--- src/rtl/qexp_pkg.sv ---
package qexp_pkg;

   typedef struct packed {
      logic signed [23:0] pos_x;
      logic signed [23:0] pos_y;
      logic [11:0]        angle;
      logic [15:0]        life_left;
      logic [15:0]        life_total;
      logic [15:0]        size_begin;
      logic [15:0]        size_final;
      logic [31:0]        color_begin;
      logic [31:0]        color_final;
      logic [15:0]        noise_seed;
      logic [15:0]        pipe_key;
   } req_type;

   typedef struct packed {
      logic signed [23:0] vert_x;
      logic signed [23:0] vert_y;
      logic               tex_u;
      logic               tex_v;
      logic [31:0]        vert_color;
      logic [15:0]        progress;
      logic [15:0]        seed_out;
      logic               last;
   } rsp_type;

   typedef enum logic [1:0] {
      CORNER_TL,
      CORNER_TR,
      CORNER_BL,
      CORNER_BR
   } corner_type;

   typedef struct packed {
      logic signed [23:0] x;
      logic signed [23:0] y;
   } point_type;

   // One finished quad: corner positions indexed by corner_type.
   typedef struct packed {
      point_type [3:0] corner;
      logic [31:0]     color;
      logic [15:0]     progress;
      logic [15:0]     seed;
   } quad_type;

   localparam int DIV_STAGES = 4;
   localparam int DIV_STEPS  = 4;

   localparam logic [15:0] SIN_A = 16'd51472;
   localparam logic [15:0] SIN_B = 16'd21024;
   localparam logic [15:0] SIN_C = 16'd2320;

   localparam logic [2:0] VERT_LAST = 3'd5;

   // Emission order of the two triangles: tl, tr, bl, tr, br, bl.
   function automatic corner_type corner_of(input logic [2:0] k);
      corner_type c;
      case (k)
         3'd0: c = CORNER_TL;
         3'd1: c = CORNER_TR;
         3'd2: c = CORNER_BL;
         3'd3: c = CORNER_TR;
         3'd4: c = CORNER_BR;
         3'd5: c = CORNER_BL;
         default: c = CORNER_TL;
      endcase
      return c;
   endfunction

endpackage

--- src/rtl/qexp_sin.sv ---
module qexp_sin (
   input  logic               clock,
   input  logic               enable,
   input  logic [15:0]        phase,
   output logic signed [17:0] value
);
   import qexp_pkg::*;

   // Quarter-wave odd polynomial, one multiply per stage, Q15 result.
   logic [16:0] z1_ff, z2_ff, z3_ff;
   logic [16:0] zz1_ff, zz2_ff;
   logic [15:0] r2_ff, r3_ff;
   logic [16:0] v4_ff;
   logic        neg1_ff, neg2_ff, neg3_ff, neg4_ff;

   logic [16:0] z_raw, z1_in, zz1_in;
   logic [33:0] prod1;
   logic [28:0] prod2;
   logic [15:0] r2_in;
   logic [32:0] prod3;
   logic [15:0] r3_in;
   logic [32:0] prod4;
   logic [16:0] v4_in;

   always_comb begin
      z_raw  = {2'b00, phase[13:0], 1'b0};
      z1_in  = phase[14] ? (17'd32768 - z_raw) : z_raw;
      prod1  = 34'(z1_in) * 34'(z1_in);
      zz1_in = prod1[31:15];
      prod2  = 29'(SIN_C) * 29'(zz1_ff);
      r2_in  = SIN_B - {2'b00, prod2[28:15]};
      prod3  = 33'(r2_ff) * 33'(zz2_ff);
      r3_in  = SIN_A - prod3[30:15];
      prod4  = 33'(r3_ff) * 33'(z3_ff);
      v4_in  = prod4[31:15];
   end

   always_ff @(posedge clock) begin
      if (enable) begin
         z1_ff   <= z1_in;
         zz1_ff  <= zz1_in;
         neg1_ff <= phase[15];
         z2_ff   <= z1_ff;
         zz2_ff  <= zz1_ff;
         r2_ff   <= r2_in;
         neg2_ff <= neg1_ff;
         z3_ff   <= z2_ff;
         r3_ff   <= r3_in;
         neg3_ff <= neg2_ff;
         v4_ff   <= v4_in;
         neg4_ff <= neg3_ff;
      end
   end

   assign value = neg4_ff ? -$signed({1'b0, v4_ff}) : $signed({1'b0, v4_ff});

endmodule

--- config.mk ---
export PLATFORM = sky130hd
export DESIGN_NAME = qexp_sin
export DESIGN_NICKNAME = d
export VERILOG_FILES = /design/src/rtl/qexp_pkg.sv /design/src/rtl/qexp_sin.sv
export SDC_FILE = /design/constraint.sdc
export NUM_CORES = 2
export LEC_CHECK = 0
export ABC_AREA = 1
export ABC_CLOCK_PERIOD_IN_PS = 12120
export BUFFER_PORTS_ARGS = -buffer_cell sky130_fd_sc_hd__buf_2
export CAP_MARGIN = 20
export CORE_MARGIN = 5
export CORE_UTILIZATION = 45
export CTS_BUF_LIST = sky130_fd_sc_hd__clkbuf_4
export CTS_CLUSTER_SIZE = 20
export DETAILED_ROUTE_END_ITERATION = 8
export GPL_TIMING_DRIVEN = 1
export PLACE_DENSITY = 0.56
export SLEW_MARGIN = 20
export SYNTH_ARGS = -nofsm -noshare
export SYNTH_HDL_FRONTEND = slang
export SYNTH_SLANG_ARGS = --single-unit
--- constraint.sdc ---
create_clock -name clock -period 12.12 [get_ports clock]
set_input_delay 1.212 -clock clock [delete_from_list [all_inputs] [get_ports clock]]
set_output_delay 1.212 -clock clock [all_outputs]
set_load 0.005 [all_outputs]
==> results.tsv <==
stage	metric	value	unit
timing	tightest_slew	983	ps
global_routing	grt_use_met3	2.77	%
logic_synthesis	synthAdderAreaFrac	48.6	%
cts	htree_levels	4	
setup_path	crit_type	input port to flip-flop	
timing	finalCritPeriodShare	63.4	%
cells_and_area	final-instance-count-excl-fill	4683	
setup_path	critPathArrivalTime	8050	ps
placed_design	placed_cells	4649	
logic_synthesis	syn-instance-count	3817	
cells_and_area	final_core_util	47.1	%
setup_path	worst-path-max-fanout	15	
logic_synthesis	synth_compound_area_share	3.90	%
floorplan	die_area	74200	um2
cts	clk_path_buf_depth	2	
logic_synthesis	yosysUniqueCellTypes	55	
detailed_routing	wl	73600	um
cts	root_buffer	clkbuf_4	
placed_design	gp_congestion	0.879	
detailed_routing	ant_nets	0	
floorplan	start_util	45.2	%
flow_run	maxCapViolCount	0	
cells_and_area	final_area	32300	um2
floorplan	fp.dieH	272	um
logic_synthesis	synth-async-reset-ratio	0	%
cts	clkSinkCount	131	
cts	cts_tree	yes	
logic_synthesis	ys_ff_latch	131	
setup_path	start_kind	input port	
detailed_routing	drtPass1Iterations	7	
timing	maxSlewHeadroom	34.4	%
detailed_routing	via_per_inst	4.87	
global_routing	grt_max_degree	75	
global_routing	grt_pass1_wl	123000	um
floorplan	core_area	68500	um2
global_routing	track_usage	20.7	%
floorplan	num_rows	96	
cells_and_area	drive_gt1_share	4.42	%
cts	path_clk_slew	120	ps
detailed_routing	vias	22800	
setup_path	crit_slowest_cell	fa_1	
timing	fin_crit	7690	ps
cts	clock_latency	620	ps
logic_synthesis	seq_area_frac_synth	12.7	%
timing	fmax	130	MHz
setup_path	cp_slowest_stage_delay	570	ps
cts	cts_resized	0	
floorplan	die_w	272	um
run_status	outcome	complete, no violations	
logic_synthesis	synthXorXnorAreaFrac	2.86	%
floorplan	boundaryPins	36	
timing	hold_viol_final	0	
detailed_routing	routedWlPerCell	15.7	um
worst_hold_path	hold_class	flip-flop to flip-flop	
timing	fin_worst_skew	35.5	ps
logic_synthesis	synth_warnings	0	
global_routing	top_usage_layer	met2	
logic_synthesis	syn_area_per_cell	8.11	um2
placed_design	dp_hpwl	61500	um
timing	setup_tns	0	ps
logic_synthesis	synth_edf_count	131	
cells_and_area	nNetsFinal	4696	
timing	rsz0062_at_grt	no	
setup_path	required	12490	ps
logic_synthesis	synth_top_family_by_area	adder cells	
timing	setup_viol	0	
placed_design	placed_cell_area	31900	um2
cts	cts_hold_buf	0	
logic_synthesis	synth.area.mux_share	0	%
placed_design	io_buffers	35	
cts	cts_made_buffers	17	
setup_path	rrSetupSlack	5300	ps
cells_and_area	area_delta_synth_final	4.16	%
cts	post-cts-setup-buffers	0	
logic_synthesis	syn_area	31000	um2
global_routing	overflow	0	
detailed_routing	drtIter0Drc	1285	
logic_synthesis	ys.flop_type	edfxtp_1	
global_routing	met1_usage	29.5	%
global_routing	grt_use_met2	34.5	%
timing	finalMaxSlewViolations	0	
setup_path	critPathCaptureType	flip-flop	
global_routing	antenna_found_initial	2	
detailed_routing	drc	0	
logic_synthesis	synth-simple-area-share	17.2	%
global_routing	grt_pass1_vias	23600	
cells_and_area	nFillCells	6814	
==> cell type report <==
cell class                      instances  area [um2]  area share, %
Clock buffer                           21         158          0.489
Multi-Input combinational cell       2487       22500           69.7
Timing Repair Buffer                   45         256          0.795
Tap cell                              882        1100           3.42
Inverter                             1104        4150           12.9
Antenna cell                            2        5.00         0.0155
Sequential cell                       131        3930           12.2
Clock inverter                         11         150          0.465
==> cells in the mapped netlist (all sizes together) (12+ instances only) <==
master  instances  area [um2]
a21oi         108         548
clkbuf         96         360
edfxtp        131        3930
fa            517       10300
ha            375        4690
inv          1103        4150
nand2         937        3610
nand3          79         425
nand4          12        90.1
nor2          202         831
nor3           29         205
o21ai          53         277
o21bai         17         139
xnor2          22         193
xor2           71         693
==> path summary, 6_finish.rpt <==
kind	startpoint	end	cells after the start
max	phase[0]	zz1_ff[15]	29
min	z2_ff[5]	z3_ff[5]	0
max reg2reg	zz2_ff[6]	r3_ff[10]	28
min reg2reg	z2_ff[5]	z3_ff[5]	0
==> layout by cell type (no fill, tap or decap), types with 4 or more instances in the layout <==
cell      synthesis  routed
nor2_2            5       5
o21ai_0          47      47
clkbuf_4          0      21
nand2_2          24      24
and2_1            4       4
buf_2             1      34
nand2_1         909     909
fa_1            517     517
xor2_1           66      66
or2_2             6       6
nand3_2           6       6
nand3_1          73      73
nor2_4            8       8
inv_2            13      13
a31oi_1           5       5
buf_4             3      10
nand2_4           4       4
a21o_1            8       8
nand3b_1          6       6
nor2_1          189     189
nor4_1            4       4
inv_6             1       4
nor3_4            4       4
nor3_1           22      22
edfxtp_1        131     131
inv_1          1087    1087
xnor2_1          22      22
o21a_1            6       6
nand4_1          11      11
conb_1            2       9
ha_1            375     375
o21bai_1         16      16
a21oi_1         106     106
==> routing by layer <==
layer / share of wire (%) / wire length [um]
met1: 47 / 34800
met2: 47 / 34500
met3: 4.9 / 3590
met4: 1.1 / 788
met5: 0 / 0
==> critical path: cells and delay by family <==
family / cells / cell delay, ps
AO/OA/AOI/OAI: 1 / 90
XOR/XNOR: 2 / 530
adder cells (fa/ha/maj): 8 / 3730
buffers and inverters: 7 / 840
AND/OR/NAND/NOR: 11 / 1630
==> stage by stage <==
| stage | setup WS (ps) | hold WS [ps] |
|---|---|---|
| 2_1_floorplan | 4480 | 400 |
| 6_report | 4430 | 424 |
| 5_1_grt | 4090 | 441 |
| 3_3_place_gp | 3900 | 402 |
| 4_1_cts | 4510 | 434 |
| 3_5_place_dp | 3770 | 405 |
==> logic make-up (layout without fill, tap and decap cells) <==
logic type / after synthesis / count (layout)
AOI/OAI and AO/OA: 210 / 210
DFF: 131 / 131
buffers and inverters: 1206 / 1181
and+or+nand+nor: 1283 / 1283
other: 2 / 11
xor gates and xnor gates: 93 / 93
adders and majority gates: 892 / 892
==> state kept, by name, indices dropped and copies added (netlist names) <==
| name | cells |
|---|---|
| neg3_ff | 1 |
| zz1_ff | 17 |
| r2_ff | 15 |
| neg1_ff | 1 |
| r3_ff | 16 |
| z3_ff | 15 |
| z1_ff | 15 |
| v4_ff | 17 |
| z2_ff | 15 |
| neg2_ff | 1 |
| neg4_ff | 1 |
| zz2_ff | 17 |
Power is left out: the tool's default activity adds up to more than one toggle a clock period on the data nets, which glitch-free logic cannot reach.
