`src/rtl/qexp_pkg.sv`:
```
package qexp_pkg;

   typedef struct packed {
      logic signed [23:0] pos_x;
      logic signed [23:0] pos_y;
      logic [11:0]        angle;
      logic [15:0]        life_left;
      logic [15:0]        life_total;
      logic [15:0]        size_begin;
      logic [15:0]        size_final;
      logic [31:0]        color_begin;
      logic [31:0]        color_final;
      logic [15:0]        noise_seed;
      logic [15:0]        pipe_key;
   } req_type;

   typedef struct packed {
      logic signed [23:0] vert_x;
      logic signed [23:0] vert_y;
      logic               tex_u;
      logic               tex_v;
      logic [31:0]        vert_color;
      logic [15:0]        progress;
      logic [15:0]        seed_out;
      logic               last;
   } rsp_type;

   typedef enum logic [1:0] {
      CORNER_TL,
      CORNER_TR,
      CORNER_BL,
      CORNER_BR
   } corner_type;

   typedef struct packed {
      logic signed [23:0] x;
      logic signed [23:0] y;
   } point_type;

   // One finished quad: corner positions indexed by corner_type.
   typedef struct packed {
      point_type [3:0] corner;
      logic [31:0]     color;
      logic [15:0]     progress;
      logic [15:0]     seed;
   } quad_type;

   localparam int DIV_STAGES = 4;
   localparam int DIV_STEPS  = 4;

   localparam logic [15:0] SIN_A = 16'd51472;
   localparam logic [15:0] SIN_B = 16'd21024;
   localparam logic [15:0] SIN_C = 16'd2320;

   localparam logic [2:0] VERT_LAST = 3'd5;

   // Emission order of the two triangles: tl, tr, bl, tr, br, bl.
   function automatic corner_type corner_of(input logic [2:0] k);
      corner_type c;
      case (k)
         3'd0: c = CORNER_TL;
         3'd1: c = CORNER_TR;
         3'd2: c = CORNER_BL;
         3'd3: c = CORNER_TR;
         3'd4: c = CORNER_BR;
         3'd5: c = CORNER_BL;
         default: c = CORNER_TL;
      endcase
      return c;
   endfunction

endpackage

```
`src/rtl/qexp_out.sv`:
```
module qexp_out (
   input  logic               clock,
   input  logic               reset,
   input  logic               quad_valid,
   input  qexp_pkg::quad_type quad,
   output logic               quad_take,
   output logic               rsp_valid,
   input  logic               rsp_ready,
   output qexp_pkg::rsp_type  rsp_data
);
   import qexp_pkg::*;

   logic [2:0] k_ff, k_in;
   logic       rsp_valid_ff, rsp_valid_in;
   rsp_type    rsp_data_ff, rsp_data_in;
   logic       load;
   corner_type corner;
   point_type  pt;

   always_comb begin
      load         = quad_valid && (!rsp_valid_ff || rsp_ready);
      quad_take    = load && (k_ff == VERT_LAST);
      corner       = corner_of(k_ff);
      pt           = quad.corner[corner];
      k_in         = k_ff;
      rsp_valid_in = rsp_valid_ff;
      rsp_data_in  = rsp_data_ff;
      if (load) begin
         k_in                   = (k_ff == VERT_LAST) ? 3'd0 : k_ff + 3'd1;
         rsp_valid_in           = 1'b1;
         rsp_data_in.vert_x     = pt.x;
         rsp_data_in.vert_y     = pt.y;
         rsp_data_in.tex_u      = (corner == CORNER_TR) || (corner == CORNER_BR);
         rsp_data_in.tex_v      = (corner == CORNER_BL) || (corner == CORNER_BR);
         rsp_data_in.vert_color = quad.color;
         rsp_data_in.progress   = quad.progress;
         rsp_data_in.seed_out   = quad.seed;
         rsp_data_in.last       = (k_ff == VERT_LAST);
      end else if (rsp_ready) begin
         rsp_valid_in = 1'b0;
      end
   end

   always_ff @(posedge clock) begin
      if (reset) begin
         k_ff         <= '0;
         rsp_valid_ff <= 1'b0;
      end else begin
         k_ff         <= k_in;
         rsp_valid_ff <= rsp_valid_in;
      end
      rsp_data_ff <= rsp_data_in;
   end

   assign rsp_valid = rsp_valid_ff;
   assign rsp_data  = rsp_data_ff;

   a_take_wraps: assert property (@(posedge clock) disable iff (reset)
      quad_take |=> (k_ff == 3'd0))
      else $error("vertex counter did not wrap after the sixth vertex");

   a_count_range: assert property (@(posedge clock) disable iff (reset)
      k_ff <= VERT_LAST)
      else $error("vertex counter out of range");

   a_last_corner: assert property (@(posedge clock) disable iff (reset)
      rsp_valid_ff && rsp_data_ff.last |-> !rsp_data_ff.tex_u && rsp_data_ff.tex_v)
      else $error("last vertex is not the bottom-left corner");

endmodule

```
`config.mk`:
```
export PLATFORM = sky130hd
export DESIGN_NAME = qexp_out
export DESIGN_NICKNAME = d
export VERILOG_FILES = /design/src/rtl/qexp_pkg.sv /design/src/rtl/qexp_out.sv
export SDC_FILE = /design/constraint.sdc
export NUM_CORES = 1
export LEC_CHECK = 0
export BUFFER_PORTS_ARGS = -buffer_cell sky130_fd_sc_hd__buf_2
export CAP_MARGIN = 20
export CORE_AREA = 2 2 149 151
export CTS_CLUSTER_DIAMETER = 100
export CTS_CLUSTER_SIZE = 14
export DETAILED_ROUTE_END_ITERATION = 8
export DIE_AREA = 0 0 151 153
export PLACE_DENSITY_LB_ADDON = 0.2
export SETUP_SLACK_MARGIN = 0.5
export SLEW_MARGIN = 5
export SYNTH_ARGS = -nofsm -noshare
export SYNTH_HDL_FRONTEND = slang
export SYNTH_SLANG_ARGS = --single-unit
```
`constraint.sdc`:
```
create_clock -name clock -period 4.1 [get_ports clock]
set_input_delay 0.615 -clock clock [delete_from_list [all_inputs] [get_ports clock]]
set_output_delay 0.615 -clock clock [all_outputs]
set_load 0.005 [all_outputs]
```
==> results by group <==
Clocking
  – TritonCTS clock tree: yes
  – CTS H-tree depth: 4
  – Resized cells post-CTS: 0
  – TritonCTS Buffers: 17
  – Clock transition at path regs: approximately 60 ps
  – Cts hold-fix bufs: 0
  – Clk sinks: ~120
  – Setup bufs post-CTS: 0
  – Clock Path Buffers: 2
  – Clock Latency Late Sink: about 400 ps
  – CTS root buf: clkbuf_16

Route
  – Routed vias: 4269
  – Wirelength per Cell: 16.9 um
  – Antenna viol nets, final: 0
  – DR pass1 iterations: 4
  – DRC: 0
  – Drt total wl: ~17000 um
  – Vias per cell: 4.30
  – Initial DRC Count: 152

STA
  – Smallest hold slack: 379 ps
  – Clk_skew: between 5 and 6 ps
  – Post-route setup slack: about 1500 ps
  – Post-layout min period: 2560 ps
  – Final slew viol count: 0
  – Final setup fails: 0
  – Max-slew headroom: 0.358
  – TNS Setup: 0 ps
  – RSZ-0062 raised after global routing: no
  – Final Cycle Share: 0.625
  – Worst-Margin Slew: approximately 960 ps
  – Final hold viol count: 0
  – Fmax: 390 MHz

Logic synthesis
  – Sequential-to-total area share from yosys stat: 0.642
  – Yosys warns: 0
  – Syn avg cell area: about 17 um2
  – Cells after synthesis: between 300 and 400
  – Post-Syn Area: 5500 um2
  – Seq cells post-synth: about 120
  – Post-Syn Nets: around 580
  – Synth cell types: 30

Placement
  – I/O Buffers: about 380
  – Place WS: 1540 ps
  – Final HPWL DP: approximately 13000 um
  – Placed insts: 959
  – Final Wtd Congestion: 0.739

Power
  – Sw power: about 920 uW
  – Power density cells: 436 nW/um2
  – Clock power frac: 0.414
  – Leak pwr: 3.92 nW
  – Power share of the sequential group: 0.422
  – Int Power: approximately 2.6 mW
  – VDD IR max: 245 uV
  – Sw frac: 0.260
  – Share of total power in combinational logic: 0.165

Die
  – Die X-Extent: about 150 um
  – Die Y: roughly 150 um
  – IO Pins: ~380
  – Die ar.: ~23000 um2
  – Site Rows: 54
  – Starting Density: 0.256
  – Core area: between 20000 and 25000 um2

Global routing
  – Vias in the first global route: 4494
  – Pin count of the biggest net entering global routing: ~60
  – GRT Overall Usage: 0.138
  – Initial antenna violation count: 1
  – Total gr overflow: 0
  – First-pass GRT wire length: 24000 um

Finish
  – Net total in the final layout: 960
  – Synth-to-Final Area Change: 47.2%
  – Non-Filler Instances: ~990
  – Layout cells sized above 1: 0.588
  – Ant diodes: 0

Critical path
  – Critical-path cell list: inv_1 -> ha_1 -> a21oi_4 -> buf_4 -> mux2i_1 -> mux2i_1
  – Crit path required time: ~4300 ps
  – CP endpoint kind: register
  – Critical path arrival: 2710 ps
  – Kind of critical path: reg -> reg
  – Crit Path Max Fanout: between 50 and 60
  – Startpoint Class: register
  – Most common cell on crit path: mux2i_1
  – Slowest cell on crit path: buf_4
  – CP max stage delay: between 700 and 800 ps

Status
  – Status: completed

Run
  – Max-cap violations: 0

Min path
  – Worst hold-check path type: in -> reg
==> metrics by stage <==
step                instance area, um2  total power, mW  utilization
detailed placement                7510             2.11        0.350
global route                      8100             3.70        0.377
floorplan                         5500             1.88            -
CTS                               8080             3.59        0.376
finish                            8100             3.53        0.377
global placement                  7510             2.09        0.350
==> synthesized netlist by cell type <==
master | n | share of area
mux2i_1 | 143 | 0.26
edfxtp_1 | 115 | 0.63
buf_12 | 8 | 0.029
inv_1 | 7 | 0.0048
nor2_1 | 5 | 0.0034
buf_4 | 4 | 0.0055
bufbuf_8 | 4 | 0.014
dfxtp_1 | 4 | 0.015
a21oi_1 | 2 | 0.0018
buf_6 | 2 | 0.0041
nand2_1 | 2 | 0.0014
nand2b_1 | 2 | 0.0023
or3_1 | 2 | 0.0023
a211o_1 | 1 | 0.0016
a211o_2 | 1 | 0.0018
a21oi_4 | 1 | 0.0030
a222oi_1 | 1 | 0.0018
and2_1 | 1 | 0.0011
ha_1 | 1 | 0.0023
inv_2 | 1 | 0.00068
maj3_1 | 1 | 0.0018
nand3_1 | 1 | 0.00091
nor2b_1 | 1 | 0.0011
nor4_1 | 1 | 0.0011
o21ai_2 | 1 | 0.0016
o22ai_1 | 1 | 0.0011
o2bb2a_4 | 1 | 0.0036
o311ai_0 | 1 | 0.0016
xor2_1 | 1 | 0.0016
xor2_2 | 1 | 0.0030
==> area by class of cell <==
type | instances | area [um2]
clock buffers | 18 | 429
clock inverters | 14 | 140
fillers | 2123 | 13400
inverters | 8 | 32.5
multi-input cells | 172 | 1660
flip-flops and latches | 119 | 3530
well taps | 280 | 350
repair buffers | 381 | 1960
==> registers in the layout (all words and copies together), names as in the netlist <==
register,count
k_ff,3
rsp_valid,1
rsp_data,115
==> cells by family (layout without fill, tap and decap cells) <==
| kind of cell | Yosys count | after routing | synth area share |
|---|---|---|---|
| muxes | 143 | 143 | 0.260 |
| DFF | 119 | 119 | 0.642 |
| buffers and inverters | 26 | 421 | 0.0577 |
| and+or+nand+nor | 15 | 15 | 0.0136 |
| AOI/OAI and AO/OA | 10 | 10 | 0.0180 |
| adders and majority gates | 2 | 2 | 0.00409 |
| xor gates and xnor gates | 2 | 2 | 0.00455 |
==> cells in the final DEF (no fill, tap or decap), drive strengths merged, types with 2 or more instances in the layout <==
master	instances
nor2	5
a211o	2
clkinv	2
nand2	2
xor2	2
clkinvlp	4
inv	15
edfxtp	115
dfxtp	4
a21oi	3
mux2i	143
or3	2
nand2b	2
buf	381
clkbuf	18
==> path summary, 6_finish.rpt <==
kind,cells after the start,startpoint,to,slack (ps)
setup / recovery,6,k_ff[2],rsp_data[84],1540
hold / removal,1,quad[7],rsp_data[8],380
hold reg to reg,2,rsp_valid,rsp_valid,540
setup reg to reg,6,k_ff[2],rsp_data[84],1540
==> layer usage <==
layer	vias to the layer above	share of wire	global-route usage
met5	-	0.0010	0
met4	2	0.017	0.0507
met3	22	0.11	0.0567
met2	243	0.52	0.256
met1	2001	0.36	0.136
li1	2001	-	-
==> worst max-delay path, delay by kind of cell, from the launching register on <==
family / cells / cell delay, ps
buffers and inverters: 2 / 900
flip-flops: 1 / 510
multiplexers: 2 / 390
adder cells (fa/ha/maj): 1 / 310
AO/OA/AOI/OAI: 1 / 140
==> power groups by stage <==
stage	Combinational [mW]	Sequential (mW)	Clock, mW
2_1_floorplan	0.356	1.53	0
6_report	0.582	1.49	1.46
3_3_place_gp	0.577	1.51	0
4_1_cts	0.595	1.49	1.50
5_1_grt	0.640	1.50	1.56
3_5_place_dp	0.593	1.52	0
(Power assumes the default switching activity.)
