$ cat src/rtl/qexp_pkg.sv
package qexp_pkg;

   typedef struct packed {
      logic signed [23:0] pos_x;
      logic signed [23:0] pos_y;
      logic [11:0]        angle;
      logic [15:0]        life_left;
      logic [15:0]        life_total;
      logic [15:0]        size_begin;
      logic [15:0]        size_final;
      logic [31:0]        color_begin;
      logic [31:0]        color_final;
      logic [15:0]        noise_seed;
      logic [15:0]        pipe_key;
   } req_type;

   typedef struct packed {
      logic signed [23:0] vert_x;
      logic signed [23:0] vert_y;
      logic               tex_u;
      logic               tex_v;
      logic [31:0]        vert_color;
      logic [15:0]        progress;
      logic [15:0]        seed_out;
      logic               last;
   } rsp_type;

   typedef enum logic [1:0] {
      CORNER_TL,
      CORNER_TR,
      CORNER_BL,
      CORNER_BR
   } corner_type;

   typedef struct packed {
      logic signed [23:0] x;
      logic signed [23:0] y;
   } point_type;

   // One finished quad: corner positions indexed by corner_type.
   typedef struct packed {
      point_type [3:0] corner;
      logic [31:0]     color;
      logic [15:0]     progress;
      logic [15:0]     seed;
   } quad_type;

   localparam int DIV_STAGES = 4;
   localparam int DIV_STEPS  = 4;

   localparam logic [15:0] SIN_A = 16'd51472;
   localparam logic [15:0] SIN_B = 16'd21024;
   localparam logic [15:0] SIN_C = 16'd2320;

   localparam logic [2:0] VERT_LAST = 3'd5;

   // Emission order of the two triangles: tl, tr, bl, tr, br, bl.
   function automatic corner_type corner_of(input logic [2:0] k);
      corner_type c;
      case (k)
         3'd0: c = CORNER_TL;
         3'd1: c = CORNER_TR;
         3'd2: c = CORNER_BL;
         3'd3: c = CORNER_TR;
         3'd4: c = CORNER_BR;
         3'd5: c = CORNER_BL;
         default: c = CORNER_TL;
      endcase
      return c;
   endfunction

endpackage

$ cat src/rtl/qexp_div.sv
module qexp_div (
   input  logic        clock,
   input  logic        enable,
   input  logic [15:0] dividend,
   input  logic [15:0] divisor,
   output logic [15:0] quotient
);
   import qexp_pkg::*;

   // Fractional restoring division: the remainder starts at the dividend,
   // which is below the divisor whenever the quotient is used.
   logic [16:0] rem_ff [DIV_STAGES];
   logic [15:0] quo_ff [DIV_STAGES];
   logic [15:0] dsr_ff [DIV_STAGES];
   logic [16:0] rem_in [DIV_STAGES];
   logic [15:0] quo_in [DIV_STAGES];
   logic [15:0] dsr_in [DIV_STAGES];

   always_comb begin
      logic [16:0] r;
      logic [15:0] q;
      logic [15:0] d;
      for (int s = 0; s < DIV_STAGES; s++) begin
         if (s == 0) begin
            r = {1'b0, dividend};
            q = '0;
            d = divisor;
         end else begin
            r = rem_ff[s-1];
            q = quo_ff[s-1];
            d = dsr_ff[s-1];
         end
         for (int j = 0; j < DIV_STEPS; j++) begin
            r = {r[15:0], 1'b0};
            if (r >= {1'b0, d}) begin
               r = r - {1'b0, d};
               q = {q[14:0], 1'b1};
            end else begin
               q = {q[14:0], 1'b0};
            end
         end
         rem_in[s] = r;
         quo_in[s] = q;
         dsr_in[s] = d;
      end
   end

   always_ff @(posedge clock) begin
      if (enable) begin
         for (int s = 0; s < DIV_STAGES; s++) begin
            rem_ff[s] <= rem_in[s];
            quo_ff[s] <= quo_in[s];
            dsr_ff[s] <= dsr_in[s];
         end
      end
   end

   assign quotient = quo_ff[DIV_STAGES-1];

endmodule

$ cat config.mk
export PLATFORM = sky130hd
export DESIGN_NAME = qexp_div
export DESIGN_NICKNAME = d
export VERILOG_FILES = /design/src/rtl/qexp_pkg.sv /design/src/rtl/qexp_div.sv
export SDC_FILE = /design/constraint.sdc
export NUM_CORES = 1
export LEC_CHECK = 0
export BUFFER_PORTS_ARGS = -buffer_cell sky130_fd_sc_hd__buf_2
export CELL_PAD_IN_SITES_DETAIL_PLACEMENT = 1
export CELL_PAD_IN_SITES_GLOBAL_PLACEMENT = 1
export CORE_ASPECT_RATIO = 0.9
export CORE_MARGIN = 4
export CORE_UTILIZATION = 30
export DETAILED_ROUTE_END_ITERATION = 8
export GPL_TIMING_DRIVEN = 0
export PLACE_DENSITY_LB_ADDON = 0.1
export SYNTH_ARGS = -nofsm -noshare
export SYNTH_HDL_FRONTEND = slang
export SYNTH_SLANG_ARGS = --single-unit
$ cat constraint.sdc
create_clock -name clock -period 23.5 [get_ports clock]
set_clock_uncertainty 0.1 [all_clocks]
set_input_delay 7.05 -clock clock [delete_from_list [all_inputs] [get_ports clock]]
set_output_delay 7.05 -clock clock [all_outputs]
set_load 0.005 [all_outputs]
==> flow_metrics.py, run 1 <==
metrics = {
    "status": {
        "status": "complete, no violations",
    },
    "synth": {
        "ys_seq_elements": 136,
        "synthCells": 2099,
        "synth-main-ff-cell": "edfxtp_1",
        "yosys.area_share.simple_pct": 15.2,
        "synth_top_family_by_area": "compound AO/OA/AOI/OAI gates",
        "seq_area_frac_synth_pct": 22.1,
        "yosysTopAreaCell": "edfxtp_1",
        "synth_xor_area_share_pct": 7.88,
        "synth_nets": 2381,
        "synthArstFlopShare_pct": 0,
        "muxShareOfSynthArea_pct": 10.4,
        "syn_avg_cell_area_sq_um": 8.79,
        "synth_compound_area_share_pct": 23.5,
        "synth_edf_count": 136,
        "synth_cell_types": 93,
        "yosys_warnings": 0,
        "synth_area_leaders": "edfxtp_1 (22%), ha_1 (17%), mux2_2 (7.0%), a21oi_1 (4.9%), xnor2_1 (4.9%)",
        "yosys.area.top_type_share_pct": 22.1,
        "synth_fa_ha_area_share_pct": 17.0,
        "synthesis.area_sq_um": 18500,
    },
    "timing": {
        "slew_violations": 0,
        "fin_crit_sh_pct": 77.4,
        "hold_viol": 0,
        "rsz0062_at_grt": "false",
        "fin_crit_ns": 18.20,
        "tns_ns": 0,
        "worstMarginPinSlew_ns": 0.862,
        "relSlewSlack_pct": 41.8,
        "fmax_mhz": 54.9,
        "setup_viol": 0,
    },
    "floorplanning": {
        "fp-row-count": 85,
        "boundaryPins": 50,
        "dieArea_sq_um": 65600,
        "die-width_um": 269,
        "core_area_sq_um": 60400,
        "start_util_pct": 30.6,
        "fp.dieH_um": 243,
    },
    "worst_setup_path": {
        "cp-start-kind": "primary input",
        "critPathKind": "primary input to register",
        "endpoint_kind": "register",
        "cpMaxStageDelayCell": "o31ai_1",
        "arrival_ns": 18.31,
        "worstPathRequired_ns": 23.61,
        "r2r_slack_ns": 10.96,
        "path_max_fanout": 10,
        "slowest_delay_ns": 0.50,
    },
    "final_layout": {
        "area_growth_pct": 10.3,
        "finalInstanceArea_sq_um": 20400,
        "fillCellCount": 7087,
        "drive_gt1_share_pct": 13.5,
        "final_common_cell": "ha_1",
        "fin_util_pct": 33.7,
        "n_antenna_cell": 0,
        "seqCellArea_sq_um": 4080,
        "final_cell_mix": "ha_1 (244), a21oi_1 (182), nor2_1 (151), edfxtp_1 (136), nand2_1 (131)",
        "multi_input_area_sq_um": 13600,
        "nets": 2450,
    },
    "routing": {
        "ant_nets": 0,
        "totalWireLength_um": 62300,
        "drt_iter0_markers": 712,
        "via_per_inst": 5.48,
        "drt_pass1_iterations": 6,
        "vias": 16200,
        "drc": 0,
        "routedWlPerCell_um": 21.0,
    },
    "cts": {
        "post_cts_resized": 0,
        "numCtsBuffers": 17,
        "cts_tree": "done",
        "clk_pin_slew_ns": 0.06,
        "cts_buffer_depth": 2,
        "cts_sinks": 136,
        "htree_num_levels": 4,
        "cts_hold_buf": 0,
        "clkLatencyLatePin_ns": 0.46,
        "post_cts_buffers": 0,
        "cts-root-buf": "clkbuf_16",
    },
    "place": {
        "gp_congestion": 0.828,
        "port_buffers": 49,
        "dp_hpwl_um": 51200,
        "post_dp_cell_area_sq_um": 19700,
    },
    "global_route": {
        "grt_pass1_vias": 16700,
        "grt_max_degree": 100,
        "grtUsageTotal_pct": 18.7,
        "gr-total-overflow": 0,
        "grt_antenna_before_repair": 2,
        "grt_pass1_wl_um": 97500,
    },
    "flow_run": {
        "drv_cap": 0,
    },
    "min_path": {
        "hold_class": "register to register",
    },
}
[per-stage QoR]
stage	worst slack, ns	std cells	hold WS (ns)
after global routing	4.42	2964	0.322
final	5.30	2964	0.319
after CTS	5.39	2964	0.321
after detailed placement	4.92	2932	0.306
after floorplan	8.06	2099	0.300
after global placement	4.89	2931	0.301
[final timing paths]
check / cells after the start / start / endpoint
worst min-delay path: 0 / quo_ff[0][3]$_DFFE_PP_ / quo_ff[1][7]$_DFFE_PP_
worst max register to register: 41 / dsr_ff[0][1]$_DFFE_PP_ / rem_ff[1][12]$_DFFE_PP_
worst min register to register: 0 / quo_ff[0][3]$_DFFE_PP_ / quo_ff[1][7]$_DFFE_PP_
worst max-delay path: 44 / divisor[12] / rem_ff[0][15]$_DFFE_PP_
[area by class of cell]
cell class	count	share of cell area, %
plain buffers	42	1.28
clock buffers	17	2.09
clock inverters	15	1.06
inverters	126	2.35
multi-input cells	1795	67.0
flip-flops and latches	136	20.1
well taps	783	4.81
repair buffers	50	1.37
[logic make-up (layout without fill, tap and decap cells)]
logic type | count (synthesis) | count (layout)
AOI/OAI and AO/OA | 652 | 652
xor gates and xnor gates | 166 | 166
adders and majority gates | 248 | 248
buffers and inverters | 168 | 250
DFF | 136 | 136
muxes | 161 | 161
and+or+nand+nor | 568 | 568
[sequential cells by signal, summed over array words and instances, names as in the netlist]
signal  flops
dsr_ff     48
quo_ff     40
rem_ff     48
[synth_stat cells (all sizes together), types with 17 or more instances]
library cell / count
nand2: 133
inv: 126
clkbuf: 17
a21oi: 186
o21a: 42
a21o: 84
a31oi: 18
o211ai: 19
edfxtp: 136
xor2: 63
a211oi: 31
nand3: 46
buf: 25
nand4: 30
and3: 20
xnor2: 103
o31ai: 20
ha: 244
nor2b: 31
nor2: 154
nand2b: 18
o21bai: 24
o21ai: 126
nor3: 59
mux2: 150
[layer usage]
| metal | vias to the layer above | global-route usage, % | routed length, um |
|---|---|---|---|
| met2 | 154 | 31.1 | 28700 |
| li1 | 8065 | - | - |
| met3 | 27 | 2.10 | 1560 |
| met4 | 0 | 2.98 | 486 |
| met1 | 7984 | 26.7 | 31600 |
| met5 | - | 0 | 0 |
[worst max-delay path: cells and delay by family]
kind                     cells  cell delay (ns)
buffers and inverters        9             2.37
AND/OR/NAND/NOR             10             1.77
AO/OA/AOI/OAI               20             5.39
adder cells (fa/ha/maj)      4             1.28
multiplexers                 1             0.38
Power of run 1 is not shown: default switching activity piles up to over one toggle a cycle in this logic, so the estimate is an artifact.
==> run 2: changes to the inputs <==
--- a/config.mk
+++ b/config.mk
@@ -5,6 +5,7 @@
 export SDC_FILE = /design/constraint.sdc
 export NUM_CORES = 1
 export LEC_CHECK = 0
+export ABC_AREA = 1
 export BUFFER_PORTS_ARGS = -buffer_cell sky130_fd_sc_hd__buf_2
 export CELL_PAD_IN_SITES_DETAIL_PLACEMENT = 1
 export CELL_PAD_IN_SITES_GLOBAL_PLACEMENT = 1
==> constraint.sdc (replaced) <==
create_clock -name clock -period 15.7 [get_ports clock]
set_clock_uncertainty 0.1 [all_clocks]
set_input_delay 4.71 -clock clock [delete_from_list [all_inputs] [get_ports clock]]
set_output_delay 4.71 -clock clock [all_outputs]
set_load 0.005 [all_outputs]
==> run 2 against run 1 <==
Design area grew 1.8%; global-route usage grew 1.3 points; cell count grew 22%; clock-buffer cell count is the same; worst setup slack lost 3.2 ns; utilization shrank 0.10 points; area after synthesis grew 1.8%; critical endpoint unchanged; largest cell class unchanged.
==> flow_metrics.py, run 2 <==
metrics = {
    "final_layout": {
        "nets": 3056,
        "multi_input_area_sq_um": 13300,
        "area_growth_pct": 10.3,
        "top_regs": "dsr_ff: 48 flops, rem_ff: 48 flops, quo_ff: 40 flops",
        "final_common_cell": "nand2_1",
        "seqCellArea_sq_um": 4080,
        "final_cell_mix": "nand2_1 (838), inv_1 (280), ha_1 (244), a21oi_1 (205), nand3_1 (154)",
        "n_antenna_cell": 0,
        "fillCellCount": 7819,
        "finalInstanceArea_sq_um": 20700,
        "drive_gt1_share_pct": 8.83,
    },
    "synth": {
        "syn_avg_cell_area_sq_um": 6.95,
        "yosys.area.top_type_share_pct": 21.7,
        "synthArstFlopShare_pct": 0,
        "synth_cell_types": 61,
        "synth_nets": 2987,
        "seq_area_frac_synth_pct": 21.7,
        "synth_area_leaders": "edfxtp_1 (22%), nand2_1 (17%), ha_1 (16%), inv_1 (5.6%), a21oi_1 (5.5%)",
        "yosysMostFrequentCell": "nand2_1",
        "synth_commonest_cells": "nand2_1 (838), inv_1 (280), ha_1 (244), a21oi_1 (205), nand3_1 (154)",
        "synth_edf_count": 136,
        "synthCells": 2705,
        "yosys_warnings": 0,
        "synthesis.area_sq_um": 18800,
        "yosysTopAreaCell": "edfxtp_1",
        "synth-main-ff-cell": "edfxtp_1",
        "ys_seq_elements": 136,
    },
    "cts": {
        "cts-root-buf": "clkbuf_16",
        "cts_buffer_depth": 2,
        "cts_sinks": 136,
        "htree_num_levels": 4,
        "clkLatencyLatePin_ns": 0.46,
        "clk_pin_slew_ns": 0.06,
        "cts_tree": "done",
        "post_cts_buffers": 0,
        "numCtsBuffers": 17,
        "post_cts_resized": 0,
        "cts_hold_buf": 0,
    },
    "routing": {
        "ant_nets": 0,
        "drt_iter0_markers": 818,
        "routedWlPerCell_um": 18.5,
        "totalWireLength_um": 66900,
        "vias": 18100,
        "via_per_inst": 4.98,
        "drc": 0,
        "drt_pass1_iterations": 5,
    },
    "worst_setup_path": {
        "crit_top_cell": "nand2_1",
        "cp-start-kind": "primary input",
        "slowest_delay_ns": 0.43,
        "worstPathRequired_ns": 15.80,
        "arrival_ns": 13.72,
        "reg2reg_from": "dsr_ff[1][14]$_DFFE_PP_",
        "endpoint_kind": "register",
        "startpoint": "divisor[12]",
        "cpMaxStageDelayCell": "ha_1",
        "path_max_fanout": 10,
        "critPathKind": "primary input to register",
    },
    "floorplanning": {
        "die-width_um": 272,
        "start_util_pct": 30.5,
        "fp-row-count": 86,
        "boundaryPins": 50,
        "core_area_sq_um": 61700,
        "dieArea_sq_um": 66700,
        "fp.dieH_um": 245,
    },
    "timing": {
        "fin_crit_ns": 13.62,
        "fmax_mhz": 73.4,
        "setup_viol": 0,
        "fin_crit_sh_pct": 86.8,
        "fin_ws_ns": 2.08,
        "hold_viol": 0,
        "worstMarginPinSlew_ns": 0.682,
        "relSlewSlack_pct": 54.6,
        "tns_ns": 0,
        "rsz0062_at_grt": "false",
        "slew_violations": 0,
    },
    "global_route": {
        "gr-total-overflow": 0,
        "grt_antenna_before_repair": 0,
        "grtUsageTotal_pct": 20.0,
        "grt_pass1_vias": 18600,
        "grt_max_degree": 102,
        "grt_pass1_wl_um": 105000,
    },
    "place": {
        "port_buffers": 49,
        "post_dp_cell_area_sq_um": 20100,
        "post-place-ws_ns": 1.62,
        "gp_congestion": 0.869,
        "dp_hpwl_um": 56000,
    },
    "status": {
        "status": "complete, no violations",
    },
    "min_path": {
        "min-delay-start": "quo_ff[2][5]$_DFFE_PP_",
        "hold_class": "register to register",
    },
    "flow_run": {
        "drv_cap": 0,
    },
}
run 2: cell types whose count changed in the layout (fill, tap and decap cells not counted), moves of 31 or more:
cell     before  now
nand3_1      46  154
mux2_2      115    0
a21o_1       83   11
o21ai_1       3   36
inv_1       120  280
nor2b_1      31    0
nor3_1       59   20
nand2_1     131  838
o21a_1       42    8
xor2_1       63  105
run 2: kinds of logic (layout without fill, tap and decap cells):
group,count (synthesis),count (layout),synth area share [%]
and+or+nand+nor,1295,1295,30.3
DFF,136,136,21.7
xor gates and xnor gates,194,194,9.04
adders and majority gates,248,248,16.7
AOI/OAI and AO/OA,491,491,14.7
buffers and inverters,341,423,7.47
run 2: through the flow:
| step | util (%) | std cells | hold WS [ns] |
|---|---|---|---|
| floorplan | - | 2705 | 0.300 |
| global placement | 32.6 | 3590 | 0.302 |
| detailed placement | 32.6 | 3591 | 0.305 |
| CTS | 33.6 | 3623 | 0.320 |
| global route | 33.6 | 3623 | 0.324 |
| finish | 33.6 | 3623 | 0.319 |
run 2: critical path: cells and delay by family:
kind / cells / cell delay [ns]
simple gates: 21 / 2.77
fa+ha+maj: 4 / 1.48
buf+inv: 9 / 1.59
compound gates: 13 / 3.14
run 2: final cells by class:
type | count | share of cell area [%]
sequential | 136 | 19.7
timing repair buffer | 50 | 1.35
clock buffer | 17 | 2.05
buffer | 38 | 1.25
multi-input combinational | 2228 | 64.2
inverter | 303 | 5.53
clock inverter | 15 | 0.864
tap | 836 | 5.05
run 2: final timing paths:
check	endpoint	slack, ns	depth (start not counted)
max	rem_ff[0][15]$_DFFE_PP_	2.08	47
min	quo_ff[3][9]$_DFFE_PP_	0.32	0
max reg2reg	rem_ff[2][0]$_SDFFCE_PN0P_	5.86	44
min reg2reg	quo_ff[3][9]$_DFFE_PP_	0.32	0
run 2: routing by layer:
metal	share of wire (%)	GRT usage, %
met1	51	28.1
met2	46	33.5
met4	1.6	4.25
met5	0	0
met3	1.9	1.95
Power of run 2 is left out for the same reason.
==> run 3: changes to the inputs <==
--- a/config.mk
+++ b/config.mk
@@ -6,13 +6,13 @@
 export NUM_CORES = 1
 export LEC_CHECK = 0
 export ABC_AREA = 1
-export BUFFER_PORTS_ARGS = -buffer_cell sky130_fd_sc_hd__buf_2
 export CELL_PAD_IN_SITES_DETAIL_PLACEMENT = 1
 export CELL_PAD_IN_SITES_GLOBAL_PLACEMENT = 1
 export CORE_ASPECT_RATIO = 0.9
 export CORE_MARGIN = 4
 export CORE_UTILIZATION = 30
 export DETAILED_ROUTE_END_ITERATION = 8
+export DONT_BUFFER_PORTS = 1
 export GPL_TIMING_DRIVEN = 0
 export PLACE_DENSITY_LB_ADDON = 0.1
 export SYNTH_ARGS = -nofsm -noshare
==> run 3 against run 2 <==
Via count shrank 0.80%; register-to-register slack gained 0.12 ns; flip-flop and latch count is the same; critical path depth shrank 1; non-clock buffer count shrank 50; design area shrank 1.5%; critical endpoint unchanged; highest routed layer unchanged.
==> flow_metrics.py, run 3 (synthesis gave the netlist of run 2 again) <==
metrics = {
    "final_layout": {
        "multi_input_area_sq_um": 13300,
        "finalInstanceArea_sq_um": 20400,
        "final_common_cell": "nand2_1",
        "drive_gt1_share_pct": 7.20,
        "nets": 3006,
        "n_antenna_cell": 0,
        "seqCellArea_sq_um": 4080,
        "top_regs": "dsr_ff: 48 flops, rem_ff: 48 flops, quo_ff: 40 flops",
        "fin_cells": 3573,
        "fillCellCount": 7791,
        "area_growth_pct": 8.66,
        "final_cell_mix": "nand2_1 (838), inv_1 (280), ha_1 (244), a21oi_1 (205), nand3_1 (154)",
    },
    "floorplanning": {
        "start_util_pct": 30.5,
        "fp-row-count": 86,
        "fp.dieH_um": 245,
        "core_area_sq_um": 61700,
        "dieArea_sq_um": 66700,
        "die-width_um": 272,
        "boundaryPins": 50,
    },
    "worst_setup_path": {
        "slowest_delay_ns": 0.44,
        "endpoint_kind": "register",
        "cp-start-kind": "primary input",
        "path_max_fanout": 10,
        "arrival_ns": 13.57,
        "crit_buf_inv": 8,
        "cpMaxStageDelayCell": "ha_1",
        "critPathKind": "primary input to register",
        "worstPathRequired_ns": 15.80,
        "crit_top_cell": "nand2_1",
        "critPathTopFamily": "compound AO/OA/AOI/OAI gates",
    },
    "global_route": {
        "grt_antenna_before_repair": 0,
        "use_met3_pct": 2.75,
        "use_met1_pct": 27.7,
        "busiest_layer": "met2",
        "grtUsageTotal_pct": 20.0,
        "grt_pass1_wl_um": 105000,
        "grt_max_degree": 137,
        "grtUsageMet2_pct": 33.1,
        "grt_pass1_vias": 18400,
        "gr-total-overflow": 0,
    },
    "routing": {
        "totalWireLength_um": 66800,
        "drt_pass1_iterations": 6,
        "ant_nets": 0,
        "drc": 0,
        "vias": 17900,
        "drt_iter0_markers": 786,
        "routedWlPerCell_um": 18.7,
        "via_per_inst": 5.01,
    },
    "place": {
        "dp_hpwl_um": 55700,
        "post_dp_cell_area_sq_um": 19800,
        "gp_congestion": 0.873,
        "placedCellCount": 3541,
        "port_buffers": 0,
    },
    "timing": {
        "fin_crit_ns": 13.47,
        "relSlewSlack_pct": 53.3,
        "fin_crit_sh_pct": 85.8,
        "worstMarginPinSlew_ns": 0.693,
        "rsz0062_at_grt": "false",
        "tns_ns": 0,
        "setup_viol": 0,
        "slew_violations": 0,
        "holdWs_ns": 0.314,
        "hold_viol": 0,
        "fmax_mhz": 74.2,
    },
    "cts": {
        "post_cts_buffers": 0,
        "clk_pin_slew_ns": 0.07,
        "numCtsBuffers": 17,
        "cts_sinks": 136,
        "htree_num_levels": 4,
        "cts_hold_buf": 0,
        "post_cts_resized": 0,
        "cts_tree": "done",
        "clkLatencyLatePin_ns": 0.46,
        "cts-root-buf": "clkbuf_16",
        "cts_buffer_depth": 2,
    },
    "min_path": {
        "hold_class": "register to register",
    },
    "status": {
        "status": "complete, no violations",
    },
    "flow_run": {
        "drv_cap": 0,
    },
}
[run 3: worst paths after layout]
kind                                 from                 endpoint  slack [ns]  cells past startpoint
setup reg to reg  dsr_ff[1][12]$_DFFE_PP_  rem_ff[2][10]$_DFFE_PP_        5.98                     48
setup / recovery              divisor[12]  rem_ff[0][15]$_DFFE_PP_        2.23                     46
hold reg to reg    quo_ff[2][4]$_DFFE_PP_   quo_ff[3][8]$_DFFE_PP_        0.31                      0
hold / removal     quo_ff[2][4]$_DFFE_PP_   quo_ff[3][8]$_DFFE_PP_        0.31                      0
[run 3: area by class of cell]
cell class	count	share of cell area, %
well taps	836	5.12
plain buffers	38	1.27
flip-flops and latches	136	20.0
clock inverters	15	0.760
inverters	303	5.61
multi-input cells	2228	65.2
clock buffers	17	2.08
[run 3: routing by layer]
| layer | part of all wire (%) | wire, um |
|---|---|---|
| met1 | 50 | 33700 |
| met2 | 46 | 30500 |
| met3 | 2.3 | 1560 |
| met4 | 1.6 | 1050 |
| met5 | 0 | 0 |
[run 3: stage by stage]
| stage | util [%] | setup slack, ns |
|---|---|---|
| 2_1_floorplan | - | 4.17 |
| 3_3_place_gp | 32.2 | 1.88 |
| 3_5_place_dp | 32.2 | 1.77 |
| 4_1_cts | 33.1 | 2.23 |
| 5_1_grt | 33.1 | 1.44 |
| 6_report | 33.1 | 2.23 |
Power of run 3 is left out for the same reason.
